$ cat src/design/edam_pkg.sv
`default_nettype none
// ----------------------------------------------------------------------------
// edam_pkg: shared types and constants
// Sequencer states and fixed field widths for the echo distance filter.
// ----------------------------------------------------------------------------
package edam_pkg;
    localparam int ECHO_W = 16;
    localparam int DIST_W = 11;
    localparam int DIST_MUL = 343;
    localparam int DIST_DIV = 20000;
    // floor(e*343/20000) equals (e*DIST_RECIP) >> DIST_SHIFT for every 16-bit e
    localparam int DIST_RECIP = 36829345;
    localparam int DIST_SHIFT = 31;

    typedef enum logic [2:0] {
        S_IDLE,
        S_CONV,
        S_READ,
        S_UPD,
        S_WORK,
        S_OUT
    } t_state;
endpackage
`default_nettype wire

$ cat src/design/edam_div.sv
`default_nettype none
// ----------------------------------------------------------------------------
// edam_div: restoring divider
// Unsigned division, one quotient bit per cycle, for the moving average.
// ----------------------------------------------------------------------------
module edam_div #(
    parameter int NUM_W = 14,
    parameter int DEN_W = 7
) (
    input  wire logic             i_clk,
    input  wire logic             i_rst_n,
    input  wire logic             i_start,
    input  wire logic [NUM_W-1:0] i_num,
    input  wire logic [DEN_W-1:0] i_den,
    output logic                  o_done,
    output logic [NUM_W-1:0]      o_quot
);
    localparam int CNT_W = $clog2(NUM_W + 1);

    logic [NUM_W-1:0] r_quot, n_quot;
    logic [DEN_W:0]   r_rem, n_rem;
    logic [DEN_W-1:0] r_den;
    logic [CNT_W-1:0] r_cnt;
    logic             r_busy;
    logic [DEN_W:0]   trial;

    // Shift in the next numerator bit and try a subtract
    always_comb begin
        trial  = {r_rem[DEN_W-1:0], r_quot[NUM_W-1]};
        n_quot = {r_quot[NUM_W-2:0], 1'b0};
        n_rem  = trial;
        if (trial >= {1'b0, r_den}) begin
            n_rem     = trial - {1'b0, r_den};
            n_quot[0] = 1'b1;
        end
    end

    always_ff @(posedge i_clk) begin
        if (!i_rst_n) begin
            r_busy <= 1'b0;
            o_done <= 1'b0;
            r_cnt  <= '0;
        end else begin
            o_done <= 1'b0;
            if (i_start) begin
                r_busy <= 1'b1;
                r_cnt  <= CNT_W'(NUM_W);
            end else if (r_busy) begin
                r_cnt <= r_cnt - 1'b1;
                if (r_cnt == CNT_W'(1)) begin
                    r_busy <= 1'b0;
                    o_done <= 1'b1;
                end
            end
        end
    end

    always_ff @(posedge i_clk) begin
        if (i_start) begin
            r_quot <= i_num;
            r_rem  <= '0;
            r_den  <= i_den;
        end else if (r_busy) begin
            r_quot <= n_quot;
            r_rem  <= n_rem;
        end
    end

    assign o_quot = r_quot;
endmodule
`default_nettype wire

$ cat src/design/echo_distance_average_median.sv
`default_nettype none
// ----------------------------------------------------------------------------
// echo_distance_average_median: echo distance with moving average and median
// Converts an echo width in microseconds to centimetres and filters it.
// ----------------------------------------------------------------------------
// Input beats on s_axis carry the echo width (tdata[15:0]). Each input beat
// gives exactly one output beat on m_axis holding distance, average and
// median. One item is processed at a time: after acceptance the block
// converts the width by a reciprocal multiply, reads the oldest average
// sample from its ring memory, updates the rings, then runs a serial divider
// (one quotient bit per cycle) while a single compare unit finds the median
// by counting ranks, one window entry per cycle. The output beat waits until
// both the divider and the rank search have finished, and the next input is
// taken in the cycle after the result is loaded. A stalled result waits in
// the output register; the next item is still accepted and processed, then
// holds until the register frees, and the input stalls meanwhile.
// Reset clears positions, sum and the median window to zero; the average
// ring memory is not cleared and its contents are only used after being
// written.
// ----------------------------------------------------------------------------
module echo_distance_average_median #(
    parameter int AVG_WINDOW    = 8,
    parameter int MEDIAN_WINDOW = 5
) (
    input  wire logic        i_clk,
    input  wire logic        i_rst_n,
    input  wire logic        s_axis_tvalid,
    output logic             s_axis_tready,
    input  wire logic [15:0] s_axis_tdata,   // [15:0] echo_us
    output logic             m_axis_tvalid,
    input  wire logic        m_axis_tready,
    output logic [39:0]      m_axis_tdata    // [10:0] distance_cm,
                                             // [21:11] average_cm,
                                             // [32:22] median_cm, rest zero
);
    import edam_pkg::*;

    localparam int AP_W  = (AVG_WINDOW > 1) ? $clog2(AVG_WINDOW) : 1;
    localparam int DEN_W = $clog2(AVG_WINDOW + 1);
    localparam int SUM_W = $clog2(AVG_WINDOW * 1123 + 1);
    localparam int MP_W  = (MEDIAN_WINDOW > 1) ? $clog2(MEDIAN_WINDOW) : 1;
    localparam int MC_W  = $clog2(MEDIAN_WINDOW + 1);
    localparam int PROD_W = ECHO_W + 26;

    t_state r_state, n_state;

    // Average ring memory, registered read
    logic [DIST_W-1:0] mem_avg [AVG_WINDOW];
    logic [DIST_W-1:0] r_old;

    logic [AP_W-1:0]   r_avg_pos;
    logic              r_avg_full;
    logic [SUM_W-1:0]  r_sum;
    logic [SUM_W-1:0]  sum_next;
    logic [DIST_W-1:0] r_med [MEDIAN_WINDOW];
    logic [MP_W-1:0]   r_med_pos;

    logic [ECHO_W-1:0] r_echo;
    logic [PROD_W-1:0] r_prod;
    logic [DIST_W-1:0] r_dist;
    logic [DEN_W-1:0]  r_den;

    // Rank search
    logic [MP_W-1:0]   r_mi, r_mj;
    logic [MC_W-1:0]   r_less, r_leq;
    logic [DIST_W-1:0] r_medv;
    logic              r_med_done;

    logic              div_start, div_done;
    logic [SUM_W-1:0]  div_quot;
    logic              r_div_done;
    logic [DIST_W-1:0] r_avg;

    logic [DIST_W-1:0] r_o_dist, r_o_avg, r_o_med;
    logic              r_o_valid;
    logic              out_free;

    logic [DIST_W-1:0] cand, other;
    logic              last_j, last_i;

    assign s_axis_tready = (r_state == S_IDLE);
    assign m_axis_tvalid = r_o_valid;
    assign m_axis_tdata  = {7'd0, r_o_med, r_o_avg, r_o_dist};
    assign out_free      = !r_o_valid || m_axis_tready;

    // New running sum: add the fresh distance, drop the oldest once full
    assign sum_next = r_avg_full ? r_sum + SUM_W'(r_dist) - SUM_W'(r_old)
                                 : r_sum + SUM_W'(r_dist);

    // Next state
    always_comb begin
        n_state = r_state;
        case (r_state)
            S_IDLE: if (s_axis_tvalid && s_axis_tready) n_state = S_CONV;
            S_CONV: n_state = S_READ;
            S_READ: n_state = S_UPD;
            S_UPD:  n_state = S_WORK;
            S_WORK: if (r_div_done && r_med_done) n_state = S_OUT;
            S_OUT:  if (out_free) n_state = S_IDLE;
            default: n_state = S_IDLE;
        endcase
    end

    // Outputs of the sequencer
    always_comb begin
        div_start = (r_state == S_UPD);
    end

    assign cand   = r_med[r_mi];
    assign other  = r_med[r_mj];
    assign last_j = (r_mj == MP_W'(MEDIAN_WINDOW - 1));
    assign last_i = (r_mi == MP_W'(MEDIAN_WINDOW - 1));

    always_ff @(posedge i_clk) begin
        if (!i_rst_n) begin
            r_state    <= S_IDLE;
            r_avg_pos  <= '0;
            r_avg_full <= 1'b0;
            r_sum      <= '0;
            r_med_pos  <= '0;
            r_o_valid  <= 1'b0;
            r_med_done <= 1'b0;
            r_div_done <= 1'b0;
            for (int k = 0; k < MEDIAN_WINDOW; k++) r_med[k] <= '0;
        end else begin
            r_state <= n_state;
            // Load a result when the register frees, drop it once taken
            if (r_state == S_OUT && out_free) r_o_valid <= 1'b1;
            else if (m_axis_tready) r_o_valid <= 1'b0;
            case (r_state)
                S_UPD: begin
                    // Push the new distance into both rings
                    r_sum <= sum_next;
                    if (r_avg_pos == AP_W'(AVG_WINDOW - 1)) begin
                        r_avg_pos  <= '0;
                        r_avg_full <= 1'b1;
                    end else begin
                        r_avg_pos <= r_avg_pos + 1'b1;
                    end
                    r_med[r_med_pos] <= r_dist;
                    if (r_med_pos == MP_W'(MEDIAN_WINDOW - 1)) r_med_pos <= '0;
                    else r_med_pos <= r_med_pos + 1'b1;
                    r_med_done <= 1'b0;
                    r_div_done <= 1'b0;
                end
                S_WORK: begin
                    if (div_done) r_div_done <= 1'b1;
                    if (!r_med_done && last_j) begin
                        // Candidate is the median when rank fits index N/2
                        if (r_less + MC_W'(other < cand) <= MC_W'(MEDIAN_WINDOW / 2) &&
                            r_leq + MC_W'(other <= cand) > MC_W'(MEDIAN_WINDOW / 2))
                            r_med_done <= 1'b1;
                        else if (last_i)
                            r_med_done <= 1'b1;
                    end
                end
                default: ;
            endcase
        end
    end

    // Datapath registers
    always_ff @(posedge i_clk) begin
        case (r_state)
            S_IDLE: if (s_axis_tvalid && s_axis_tready) r_echo <= s_axis_tdata;
            S_CONV: r_prod <= PROD_W'(r_echo) * PROD_W'(DIST_RECIP);
            S_READ: begin
                r_dist <= r_prod[DIST_SHIFT +: DIST_W];
                r_old  <= mem_avg[r_avg_pos];
                r_den  <= r_avg_full ? DEN_W'(AVG_WINDOW)
                                     : DEN_W'(r_avg_pos) + DEN_W'(1);
            end
            S_UPD: begin
                mem_avg[r_avg_pos] <= r_dist;
                r_mi   <= '0;
                r_mj   <= '0;
                r_less <= '0;
                r_leq  <= '0;
            end
            S_WORK: begin
                if (div_done) r_avg <= DIST_W'(div_quot);
                if (!r_med_done) begin
                    if (last_j) begin
                        r_medv <= cand;
                        r_mi   <= r_mi + 1'b1;
                        r_mj   <= '0;
                        r_less <= '0;
                        r_leq  <= '0;
                    end else begin
                        r_mj   <= r_mj + 1'b1;
                        r_less <= r_less + MC_W'(other < cand);
                        r_leq  <= r_leq + MC_W'(other <= cand);
                    end
                end
            end
            S_OUT: begin
                if (out_free) begin
                    r_o_dist <= r_dist;
                    r_o_avg  <= r_avg;
                    r_o_med  <= r_medv;
                end
            end
            default: ;
        endcase
    end

    edam_div #(
        .NUM_W(SUM_W),
        .DEN_W(DEN_W)
    ) u_div (
        .i_clk  (i_clk),
        .i_rst_n(i_rst_n),
        .i_start(div_start),
        .i_num  (sum_next),
        .i_den  (r_den),
        .o_done (div_done),
        .o_quot (div_quot)
    );
endmodule
`default_nettype wire

$ cat config.mk
export PLATFORM = sky130hd
export DESIGN_NAME = echo_distance_average_median
export DESIGN_NICKNAME = d
export VERILOG_FILES = /design/src/design/edam_pkg.sv /design/src/design/edam_div.sv /design/src/design/echo_distance_average_median.sv
export SDC_FILE = /design/constraint.sdc
export NUM_CORES = 1
export LEC_CHECK = 0
export ABC_AREA = 0
export BUFFER_PORTS_ARGS = -buffer_cell sky130_fd_sc_hd__buf_2
export CORE_MARGIN = 10
export CORE_UTILIZATION = 53
export CTS_CLUSTER_DIAMETER = 40
export DETAILED_ROUTE_END_ITERATION = 8
export GPL_TIMING_DRIVEN = 0
export MAX_ROUTING_LAYER = met4
export PLACE_DENSITY = 0.7
export SETUP_SLACK_MARGIN = 0.02
export SLEW_MARGIN = 25
export SYNTH_ARGS = -nofsm -noshare
export SYNTH_HDL_FRONTEND = slang
export SYNTH_HIERARCHICAL = 1
export SYNTH_SLANG_ARGS = --single-unit
$ cat constraint.sdc
create_clock -name i_clk -period 17.15 [get_ports i_clk]
set_clock_uncertainty 0.15 [all_clocks]
set_input_delay 0 -clock i_clk [delete_from_list [all_inputs] [get_ports i_clk]]
set_output_delay 0 -clock i_clk [all_outputs]
set_load 0.01 [all_outputs]
==> metrics.txt, run 1 <==
# TYPE chip_impl_metric gauge
chip_impl_metric{name="cts_hold_buffers",unit=""} 35
chip_impl_metric{name="floorplan.initialDensity",unit="%"} 54.0
chip_impl_info{name="ys.flop_type",value="sky130_fd_sc_hd__edfxtp_1"} 1
chip_impl_metric{name="port-buffer-count",unit=""} 54
chip_impl_info{name="layout.cells.most_common_list",value="sky130_fd_sc_hd__edfxtp_1, sky130_fd_sc_hd__inv_1, sky130_fd_sc_hd__ha_1"} 1
chip_impl_metric{name="detailroute.via_count",unit=""} 12810
chip_impl_metric{name="worst-path-max-fanout",unit=""} 8
chip_impl_metric{name="gp_congestion",unit=""} 0.852
chip_impl_metric{name="grt_overflow_total",unit=""} 0
chip_impl_metric{name="areaGrowthSynthToFinish",unit="%"} 15.4
chip_impl_metric{name="routed_wirelength",unit="um"} 45600
chip_impl_metric{name="die-width",unit="um"} 219
chip_impl_metric{name="finalSetupTns",unit="ps"} 0
chip_impl_info{name="synth_largest_area_cell",value="sky130_fd_sc_hd__edfxtp_1"} 1
chip_impl_metric{name="final_nets",unit=""} 2098
chip_impl_metric{name="die_height",unit="um"} 219
chip_impl_metric{name="drcViolationCount",unit=""} 0
chip_impl_info{name="status",value="finished, final reports clean"} 1
chip_impl_metric{name="maximum_number_of_pins_on_one_net_before_global_route_repair",unit=""} 20
chip_impl_metric{name="slew_headroom",unit="%"} 31.7
chip_impl_metric{name="route.detailed.wl_per_inst",unit="um"} 19.6
chip_impl_metric{name="ios",unit=""} 62
chip_impl_metric{name="timing.critical_path.required",unit="ps"} 17310
chip_impl_metric{name="dieArea",unit="mm2"} 0.0481
chip_impl_metric{name="timing.max_cap.violations",unit=""} 0
chip_impl_metric{name="worst_ep_arrival_time",unit="ps"} 6750
chip_impl_metric{name="clkLatencyLatePin",unit="ps"} 580
chip_impl_metric{name="layout-drive-gt1-share",unit="%"} 15.3
chip_impl_metric{name="slew_viol_final",unit=""} 0
chip_impl_metric{name="dp_hpwl",unit="um"} 32500
chip_impl_metric{name="instances_no_fill",unit=""} 2326
chip_impl_metric{name="worstPathBufferInverterCount",unit=""} 4
chip_impl_metric{name="ys_ff_latch",unit=""} 357
chip_impl_metric{name="synth_edf_count",unit=""} 314
chip_impl_metric{name="synth-seq-area-share",unit="%"} 48.9
chip_impl_metric{name="via_per_inst",unit=""} 5.51
chip_impl_metric{name="placement_rows",unit=""} 72
chip_impl_metric{name="fin_util",unit="%"} 62.3
chip_impl_info{name="timing.critical_path.slowest_stage_cell",value="sky130_fd_sc_hd__fa_1"} 1
chip_impl_metric{name="post-route-period-util",unit="%"} 38.5
chip_impl_metric{name="clock.fmax",unit="GHz"} 0.152
chip_impl_metric{name="syn-instance-count",unit=""} 1612
chip_impl_metric{name="critical_path.max_stage_delay",unit="ps"} 670
chip_impl_metric{name="drtAntennaViolNets",unit=""} 0
chip_impl_metric{name="cts_post_setup_buffers_inserted",unit=""} 0
chip_impl_info{name="cts.root.buffer_cell",value="sky130_fd_sc_hd__clkbuf_16"} 1
chip_impl_metric{name="synth_warnings",unit=""} 6
chip_impl_metric{name="min_period",unit="ps"} 6590
chip_impl_metric{name="ctsHtreeMaxLevel",unit=""} 2
chip_impl_metric{name="power.density_cell_area",unit="mW/mm2"} 152
chip_impl_info{name="worstSetupStartpointType",value="flip-flop"} 1
chip_impl_metric{name="setup_viol",unit=""} 0
chip_impl_info{name="mostFrequentLayoutCell",value="sky130_fd_sc_hd__edfxtp_1"} 1
chip_impl_metric{name="antenna_found_initial",unit=""} 0
chip_impl_metric{name="vdd_ir_drop_max",unit="V"} 0.000134
chip_impl_metric{name="netlist.area_leader.share",unit="%"} 44.8
chip_impl_metric{name="cts_buffers",unit=""} 47
chip_impl_info{name="top_cell_by_count_worst_path",value="sky130_fd_sc_hd__fa_1"} 1
chip_impl_metric{name="grtUsageTotal",unit="%"} 20.1
chip_impl_info{name="cts_tree",value="built"} 1
chip_impl_metric{name="syn_area_per_cell",unit="um2"} 13.1
chip_impl_metric{name="post-place-cells",unit=""} 2204
chip_impl_metric{name="post_cts_resized",unit=""} 0
chip_impl_metric{name="leakagePower",unit="nW"} 10.2
chip_impl_info{name="crit_type",value="reg2reg"} 1
chip_impl_metric{name="core_area",unit="mm2"} 0.0390
chip_impl_metric{name="via_count_of_the_first_global_routing_pass",unit=""} 13662
chip_impl_metric{name="ctsLongestPathBuffers",unit=""} 3
chip_impl_info{name="cells_along_the_critical_path",value="inv_1 > fa_1 > fa_1 > fa_1 > inv_1 > fa_1 > inv_1 > fa_1 > fa_1 > inv_1 > ha_1 > nand4_1 > nor2_1 > o311ai_1 > a31oi_1 > a311oi_1 > o21ai_0 > xor2_1"} 1
chip_impl_info{name="crit_family",value="adder cells"} 1
chip_impl_metric{name="async_reset_ff_share",unit="%"} 0
chip_impl_metric{name="tightestPinTransition",unit="ps"} 1020
chip_impl_metric{name="dr.first_iter.drc_count",unit=""} 1026
chip_impl_metric{name="synthDistinctLibCells",unit=""} 71
chip_impl_info{name="worst_hold_path_type",value="in2reg"} 1
chip_impl_metric{name="hold_viol_final",unit=""} 0
chip_impl_metric{name="drtPass1Iterations",unit=""} 7
chip_impl_info{name="grt_setup_unrepaired",value="no"} 1
chip_impl_metric{name="antenna-diode-count",unit=""} 0
chip_impl_info{name="netlist_top_cells_area",value="sky130_fd_sc_hd__edfxtp_1, sky130_fd_sc_hd__ha_1, sky130_fd_sc_hd__fa_1, sky130_fd_sc_hd__mux4_2, sky130_fd_sc_hd__inv_1"} 1
chip_impl_metric{name="synthesis.area",unit="mm2"} 0.0211
chip_impl_metric{name="hold_slack",unit="ps"} 157
chip_impl_info{name="end_kind",value="flip-flop"} 1
chip_impl_metric{name="clk_pin_slew_worst_paths",unit="ps"} 50
chip_impl_metric{name="cts_sinks",unit=""} 357
chip_impl_metric{name="wire_length_of_the_first_global_routing_pass",unit="um"} 74000
[worst paths after layout]
check | startpoint | end | slack (ps) | cells after the start
worst max-delay path | r_echo[13]$_DFFE_PP_ | r_prod[34]$_DFFE_PP_ | 10560 | 18
worst min-delay path | i_rst_n | u_div/r_busy$_SDFF_PN0_ | 160 | 3
worst max register to register | r_echo[13]$_DFFE_PP_ | r_prod[34]$_DFFE_PP_ | 10560 | 18
worst min register to register | r_prod[34]$_DFFE_PP_ | r_dist[3]$_DFFE_PP_ | 260 | 0
[per-layer routing]
metal  up-vias  GRT usage, %  wire length (um)
met5         -             -                 0
met3        74          2.85              2800
met4         0          5.68               887
li1       6009             -                 -
met1      6336          25.2             19100
met2       391          33.5             22800
[layout make-up]
class                   count  area [um2]
fillers                  2950       14700
flip-flops and latches    357       10300
multi-input cells         962        9710
clock buffers              51        1210
inverters                 240         901
repair buffers            103         757
well taps                 518         648
clock inverters            36         531
plain buffers              59         251
[stage by stage]
step                setup slack, ps  cell area (um2)  power [mW]
detailed placement            10590            22200        2.61
global route                  10270            24300        4.01
finish                        10560            24300        3.68
CTS                           10580            24300        3.71
floorplan                     11210            21100        2.22
global placement              10740            22000        2.55
[sequential cells by signal, indices dropped and copies added, names as in the netlist, 11 cells and up, named ones only]
| register | cells |
|---|---|
| mem_avg | 88 |
| r_med | 88 |
| r_echo | 16 |
| r_sum | 14 |
| u_div/o_quot | 14 |
| r_avg | 11 |
| r_dist | 11 |
| r_medv | 11 |
| r_o_avg | 11 |
| r_o_dist | 11 |
| r_o_med | 11 |
| r_old | 11 |
| r_prod | 11 |
[power by group]
part	internal, mW	switching [mW]
Combinational	0.670	0.874
Sequential	1.02	0.0464
Clock	0.674	0.399
[tightest hold or removal path: cells and delay by family]
family                 cells  cell delay, ps
buffers and inverters      2             720
AO/OA/AOI/OAI              1             110
[cells by family after synthesis]
logic type                 share of synthesized area (%)
xor gates and xnor gates                            1.70
and+or+nand+nor                                     7.75
other                                             0.0178
AOI/OAI and AO/OA                                   5.58
buffers and inverters                               5.47
DFF                                                 48.9
adders and majority gates                           22.0
muxes                                               8.62
[cells in the mapped netlist (9+ instances only)]
library cell / number
sky130_fd_sc_hd__a21boi_0: 11
sky130_fd_sc_hd__a21o_1: 12
sky130_fd_sc_hd__a21oi_1: 42
sky130_fd_sc_hd__and2_1: 60
sky130_fd_sc_hd__and3_1: 13
sky130_fd_sc_hd__clkbuf_1: 41
sky130_fd_sc_hd__dfxtp_1: 43
sky130_fd_sc_hd__edfxtp_1: 314
sky130_fd_sc_hd__fa_1: 104
sky130_fd_sc_hd__ha_1: 204
sky130_fd_sc_hd__inv_1: 238
sky130_fd_sc_hd__mux2_2: 43
sky130_fd_sc_hd__mux2i_1: 25
sky130_fd_sc_hd__mux4_2: 48
sky130_fd_sc_hd__nand2_1: 72
sky130_fd_sc_hd__nand2b_1: 21
sky130_fd_sc_hd__nand3_1: 13
sky130_fd_sc_hd__nand4_1: 9
sky130_fd_sc_hd__nor2_1: 67
sky130_fd_sc_hd__nor2b_1: 14
sky130_fd_sc_hd__nor3_1: 24
sky130_fd_sc_hd__o21a_1: 10
sky130_fd_sc_hd__o21ai_0: 25
sky130_fd_sc_hd__xnor2_1: 24
sky130_fd_sc_hd__xor2_1: 17
Note: power is estimated with default switching activity, not from simulation.
==> inputs of run 2 (changes only) <==
--- a/config.mk
+++ b/config.mk
@@ -5,7 +5,7 @@
 export SDC_FILE = /design/constraint.sdc
 export NUM_CORES = 1
 export LEC_CHECK = 0
-export ABC_AREA = 0
+export ABC_AREA = 1
 export BUFFER_PORTS_ARGS = -buffer_cell sky130_fd_sc_hd__buf_2
 export CORE_MARGIN = 10
 export CORE_UTILIZATION = 53
@@ -13,7 +13,7 @@
 export DETAILED_ROUTE_END_ITERATION = 8
 export GPL_TIMING_DRIVEN = 0
 export MAX_ROUTING_LAYER = met4
-export PLACE_DENSITY = 0.7
+export PLACE_DENSITY = 0.69
 export SETUP_SLACK_MARGIN = 0.02
 export SLEW_MARGIN = 25
 export SYNTH_ARGS = -nofsm -noshare
==> constraint.sdc (replaced) <==
create_clock -name i_clk -period 6.54 [get_ports i_clk]
set_clock_uncertainty 0.15 [all_clocks]
set_input_delay 0 -clock i_clk [delete_from_list [all_inputs] [get_ports i_clk]]
set_output_delay 0 -clock i_clk [all_outputs]
set_load 0.01 [all_outputs]
==> run 2 against run 1 <==
Compared with the run above:
- routed wire length grew 24%
- fmax grew 8.4%
- design area grew 4.1%
- worst setup slack lost 10000 ps
- core utilization shrank 0.74 points
- critical path type unchanged
- critical endpoint is now r_prod[41]$_DFFE_PP_
- largest cell class unchanged
==> metrics.txt, run 2 <==
# TYPE chip_impl_metric gauge
chip_impl_info{name="status",value="finished, final reports clean"} 1
chip_impl_metric{name="synth_warnings",unit=""} 6
chip_impl_info{name="netlist_top_cells_area",value="sky130_fd_sc_hd__edfxtp_1, sky130_fd_sc_hd__ha_1, sky130_fd_sc_hd__fa_1, sky130_fd_sc_hd__inv_1, sky130_fd_sc_hd__nand2_1"} 1
chip_impl_info{name="end_kind",value="flip-flop"} 1
chip_impl_metric{name="post_synth_simple_gate_area",unit="%"} 14.2
chip_impl_metric{name="layout-drive-gt1-share",unit="%"} 9.30
chip_impl_metric{name="tightestPinTransition",unit="ps"} 999
chip_impl_metric{name="clk_pin_slew_worst_paths",unit="ps"} 60
chip_impl_metric{name="maximum_number_of_pins_on_one_net_before_global_route_repair",unit=""} 17
chip_impl_metric{name="ctsLongestPathBuffers",unit=""} 3
chip_impl_metric{name="timing.max_cap.violations",unit=""} 0
chip_impl_metric{name="synth_edf_count",unit=""} 314
chip_impl_metric{name="gp_congestion",unit=""} 0.951
chip_impl_info{name="cts_tree",value="built"} 1
chip_impl_metric{name="post_dp_cell_area",unit="mm2"} 0.0233
chip_impl_metric{name="floorplan.initialDensity",unit="%"} 54.0
chip_impl_metric{name="cts_sinks",unit=""} 357
chip_impl_metric{name="grt_overflow_total",unit=""} 0
chip_impl_metric{name="synth-seq-area-share",unit="%"} 46.4
chip_impl_metric{name="hold_slack",unit="ps"} 85.1
chip_impl_metric{name="setup_ws_final",unit="ps"} 455
chip_impl_metric{name="ios",unit=""} 62
chip_impl_info{name="ys.flop_type",value="sky130_fd_sc_hd__edfxtp_1"} 1
chip_impl_metric{name="cts_hold_buffers",unit=""} 35
chip_impl_metric{name="ys_ff_latch",unit=""} 357
chip_impl_metric{name="route.detailed.wl_per_inst",unit="um"} 18.8
chip_impl_metric{name="placement_rows",unit=""} 74
chip_impl_metric{name="slew_headroom",unit="%"} 33.2
chip_impl_metric{name="dr.first_iter.drc_count",unit=""} 1357
chip_impl_info{name="cts.root.buffer_cell",value="sky130_fd_sc_hd__clkbuf_16"} 1
chip_impl_info{name="crit_type",value="reg2reg"} 1
chip_impl_info{name="worstSetupStartpointType",value="flip-flop"} 1
chip_impl_metric{name="hold_viol_final",unit=""} 0
chip_impl_metric{name="antenna_found_initial",unit=""} 1
chip_impl_metric{name="setup_viol",unit=""} 0
chip_impl_info{name="grt_setup_unrepaired",value="no"} 1
chip_impl_metric{name="post_cts_resized",unit=""} 0
chip_impl_info{name="mostFrequentLayoutCell",value="sky130_fd_sc_hd__inv_1"} 1
chip_impl_metric{name="dp_worst_setup_slack",unit="ps"} 511
chip_impl_metric{name="cts_buffers",unit=""} 47
chip_impl_metric{name="cts_post_setup_buffers_inserted",unit=""} 0
chip_impl_info{name="timing.critical_path.slowest_stage_cell",value="sky130_fd_sc_hd__edfxtp_1"} 1
chip_impl_metric{name="syn_area_per_cell",unit="um2"} 9.71
chip_impl_metric{name="worst-path-max-fanout",unit=""} 8
chip_impl_metric{name="finalSetupTns",unit="ps"} 0
chip_impl_metric{name="core_area",unit="mm2"} 0.0411
chip_impl_metric{name="fraction_of_synthesized_area_in_multiplexers",unit="%"} 0.101
chip_impl_info{name="layout_top_registers",value="mem_avg: 88 flops, r_med: 88 flops, r_echo: 16 flops"} 1
chip_impl_metric{name="synth-adder-area-share",unit="%"} 20.9
chip_impl_info{name="cells_along_the_critical_path",value="inv_1 > fa_1 > fa_1 > fa_1 > inv_1 > fa_1 > inv_1 > fa_1 > fa_1 > inv_1 > ha_1 > nand2_1 > nand2_1 > a31oi_1 > o21ai_0 > a21oi_1 > nand3_1 > nand2_1 > nand2_1"} 1
chip_impl_metric{name="final_nets",unit=""} 2775
chip_impl_metric{name="post-route-period-util",unit="%"} 93.0
chip_impl_metric{name="critical_path.max_stage_delay",unit="ps"} 680
chip_impl_info{name="synth_largest_area_cell",value="sky130_fd_sc_hd__edfxtp_1"} 1
chip_impl_metric{name="drtAntennaViolNets",unit=""} 0
chip_impl_metric{name="die_height",unit="um"} 225
chip_impl_metric{name="clkLatencyLatePin",unit="ps"} 590
chip_impl_metric{name="drcViolationCount",unit=""} 0
chip_impl_metric{name="netlist.area_leader.share",unit="%"} 42.5
chip_impl_metric{name="ctsHtreeMaxLevel",unit=""} 2
chip_impl_metric{name="synth_compound_gate_area_share",unit="%"} 9.31
chip_impl_metric{name="dp_hpwl",unit="um"} 43000
chip_impl_metric{name="timing.critical_path.required",unit="ps"} 6710
chip_impl_info{name="top_cell_by_count_worst_path",value="sky130_fd_sc_hd__fa_1"} 1
chip_impl_metric{name="worst_ep_arrival_time",unit="ps"} 6260
chip_impl_metric{name="die-width",unit="um"} 225
chip_impl_metric{name="via_per_inst",unit=""} 5.44
chip_impl_info{name="layout.cells.most_common_list",value="sky130_fd_sc_hd__inv_1, sky130_fd_sc_hd__nand2_1, sky130_fd_sc_hd__edfxtp_1"} 1
chip_impl_metric{name="async_reset_ff_share",unit="%"} 0
chip_impl_metric{name="synthesis.area",unit="mm2"} 0.0222
chip_impl_metric{name="clock.fmax",unit="GHz"} 0.164
chip_impl_info{name="combinational_family_with_the_most_area_after_synthesis",value="adder cells"} 1
chip_impl_info{name="worst_hold_path_type",value="in2reg"} 1
chip_impl_metric{name="min_period",unit="ps"} 6090
chip_impl_metric{name="slew_viol_final",unit=""} 0
chip_impl_metric{name="areaGrowthSynthToFinish",unit="%"} 14.0
chip_impl_metric{name="routed_wirelength",unit="um"} 56700
chip_impl_metric{name="dieArea",unit="mm2"} 0.0505
chip_impl_metric{name="finish.instance_area",unit="mm2"} 0.0253
chip_impl_metric{name="drtPass1Iterations",unit=""} 6
chip_impl_info{name="synth.most_common_cell",value="sky130_fd_sc_hd__inv_1"} 1
chip_impl_metric{name="port-buffer-count",unit=""} 54
chip_impl_metric{name="grtUsageTotal",unit="%"} 23.4
chip_impl_metric{name="detailroute.via_count",unit=""} 16417
chip_impl_metric{name="wire_length_of_the_first_global_routing_pass",unit="um"} 89700
chip_impl_metric{name="synthDistinctLibCells",unit=""} 54
chip_impl_metric{name="syn-instance-count",unit=""} 2286
chip_impl_metric{name="yosys.area_share.xor_xnor",unit="%"} 0.671
chip_impl_info{name="synth_commonest_cells",value="sky130_fd_sc_hd__inv_1, sky130_fd_sc_hd__nand2_1, sky130_fd_sc_hd__edfxtp_1"} 1
chip_impl_metric{name="via_count_of_the_first_global_routing_pass",unit=""} 16313
## run 2: through the flow
| step | cells | util, % |
|---|---|---|
| final | 3018 | 61.5 |
| after CTS | 3017 | 61.5 |
| after global routing | 3018 | 61.5 |
| after global placement | 2878 | 56.3 |
| after floorplan | 2292 | - |
| after detailed placement | 2895 | 56.8 |
## run 2: cells by family after synthesis
logic type | after synthesis
other cells | 1
xor+xnor | 17
compound gates | 367
flops | 357
simple gates | 750
mux | 2
fa+ha+maj | 308
buf+inv | 484
## run 2: critical path: cells and delay by family, from the launching register on
family,cells,cell delay [ps]
AOI/OAI and AO/OA,3,730
adders and majority gates,7,3580
buffers and inverters,4,350
DFF,1,680
and+or+nand+nor,5,340
## run 2: layout make-up
class,instances,area (um2)
Timing Repair Buffer,106,736
Antenna cell,1,2.50
Multi-Input combinational cell,1451,10100
Clock buffer,49,1180
Buffer,62,288
Sequential cell,357,10300
Clock inverter,38,420
Fill cell,3465,15800
Tap cell,532,666
Inverter,422,1580
## run 2: path summary, 6_finish.rpt
| check | from | end | slack (ps) | cells past startpoint |
|---|---|---|---|---|
| worst max register to register | r_echo[13]$_DFFE_PP_ | r_prod[41]$_DFFE_PP_ | 450 | 19 |
| worst min register to register | r_prod[37]$_DFFE_PP_ | r_dist[6]$_DFFE_PP_ | 260 | 0 |
| worst max-delay path | r_echo[13]$_DFFE_PP_ | r_prod[41]$_DFFE_PP_ | 450 | 19 |
| worst min-delay path | i_rst_n | u_div/r_cnt[2]$_SDFFE_PN0P_ | 90 | 4 |
## run 2: routing by layer
| metal | up-vias | routed length, um | GRT usage [%] | share of wire, % |
|---|---|---|---|---|
| li1 | 7918 | - | - | - |
| met1 | 7848 | 24300 | 29.6 | 43 |
| met2 | 550 | 27300 | 38.5 | 48 |
| met3 | 101 | 3490 | 3.53 | 6.2 |
| met4 | 0 | 1570 | 7.08 | 2.8 |
| met5 | - | 0 | - | 0 |
Power of run 2 is left out: the tool's default activity adds up to more than one toggle a clock period on the data nets, which glitch-free logic cannot reach.
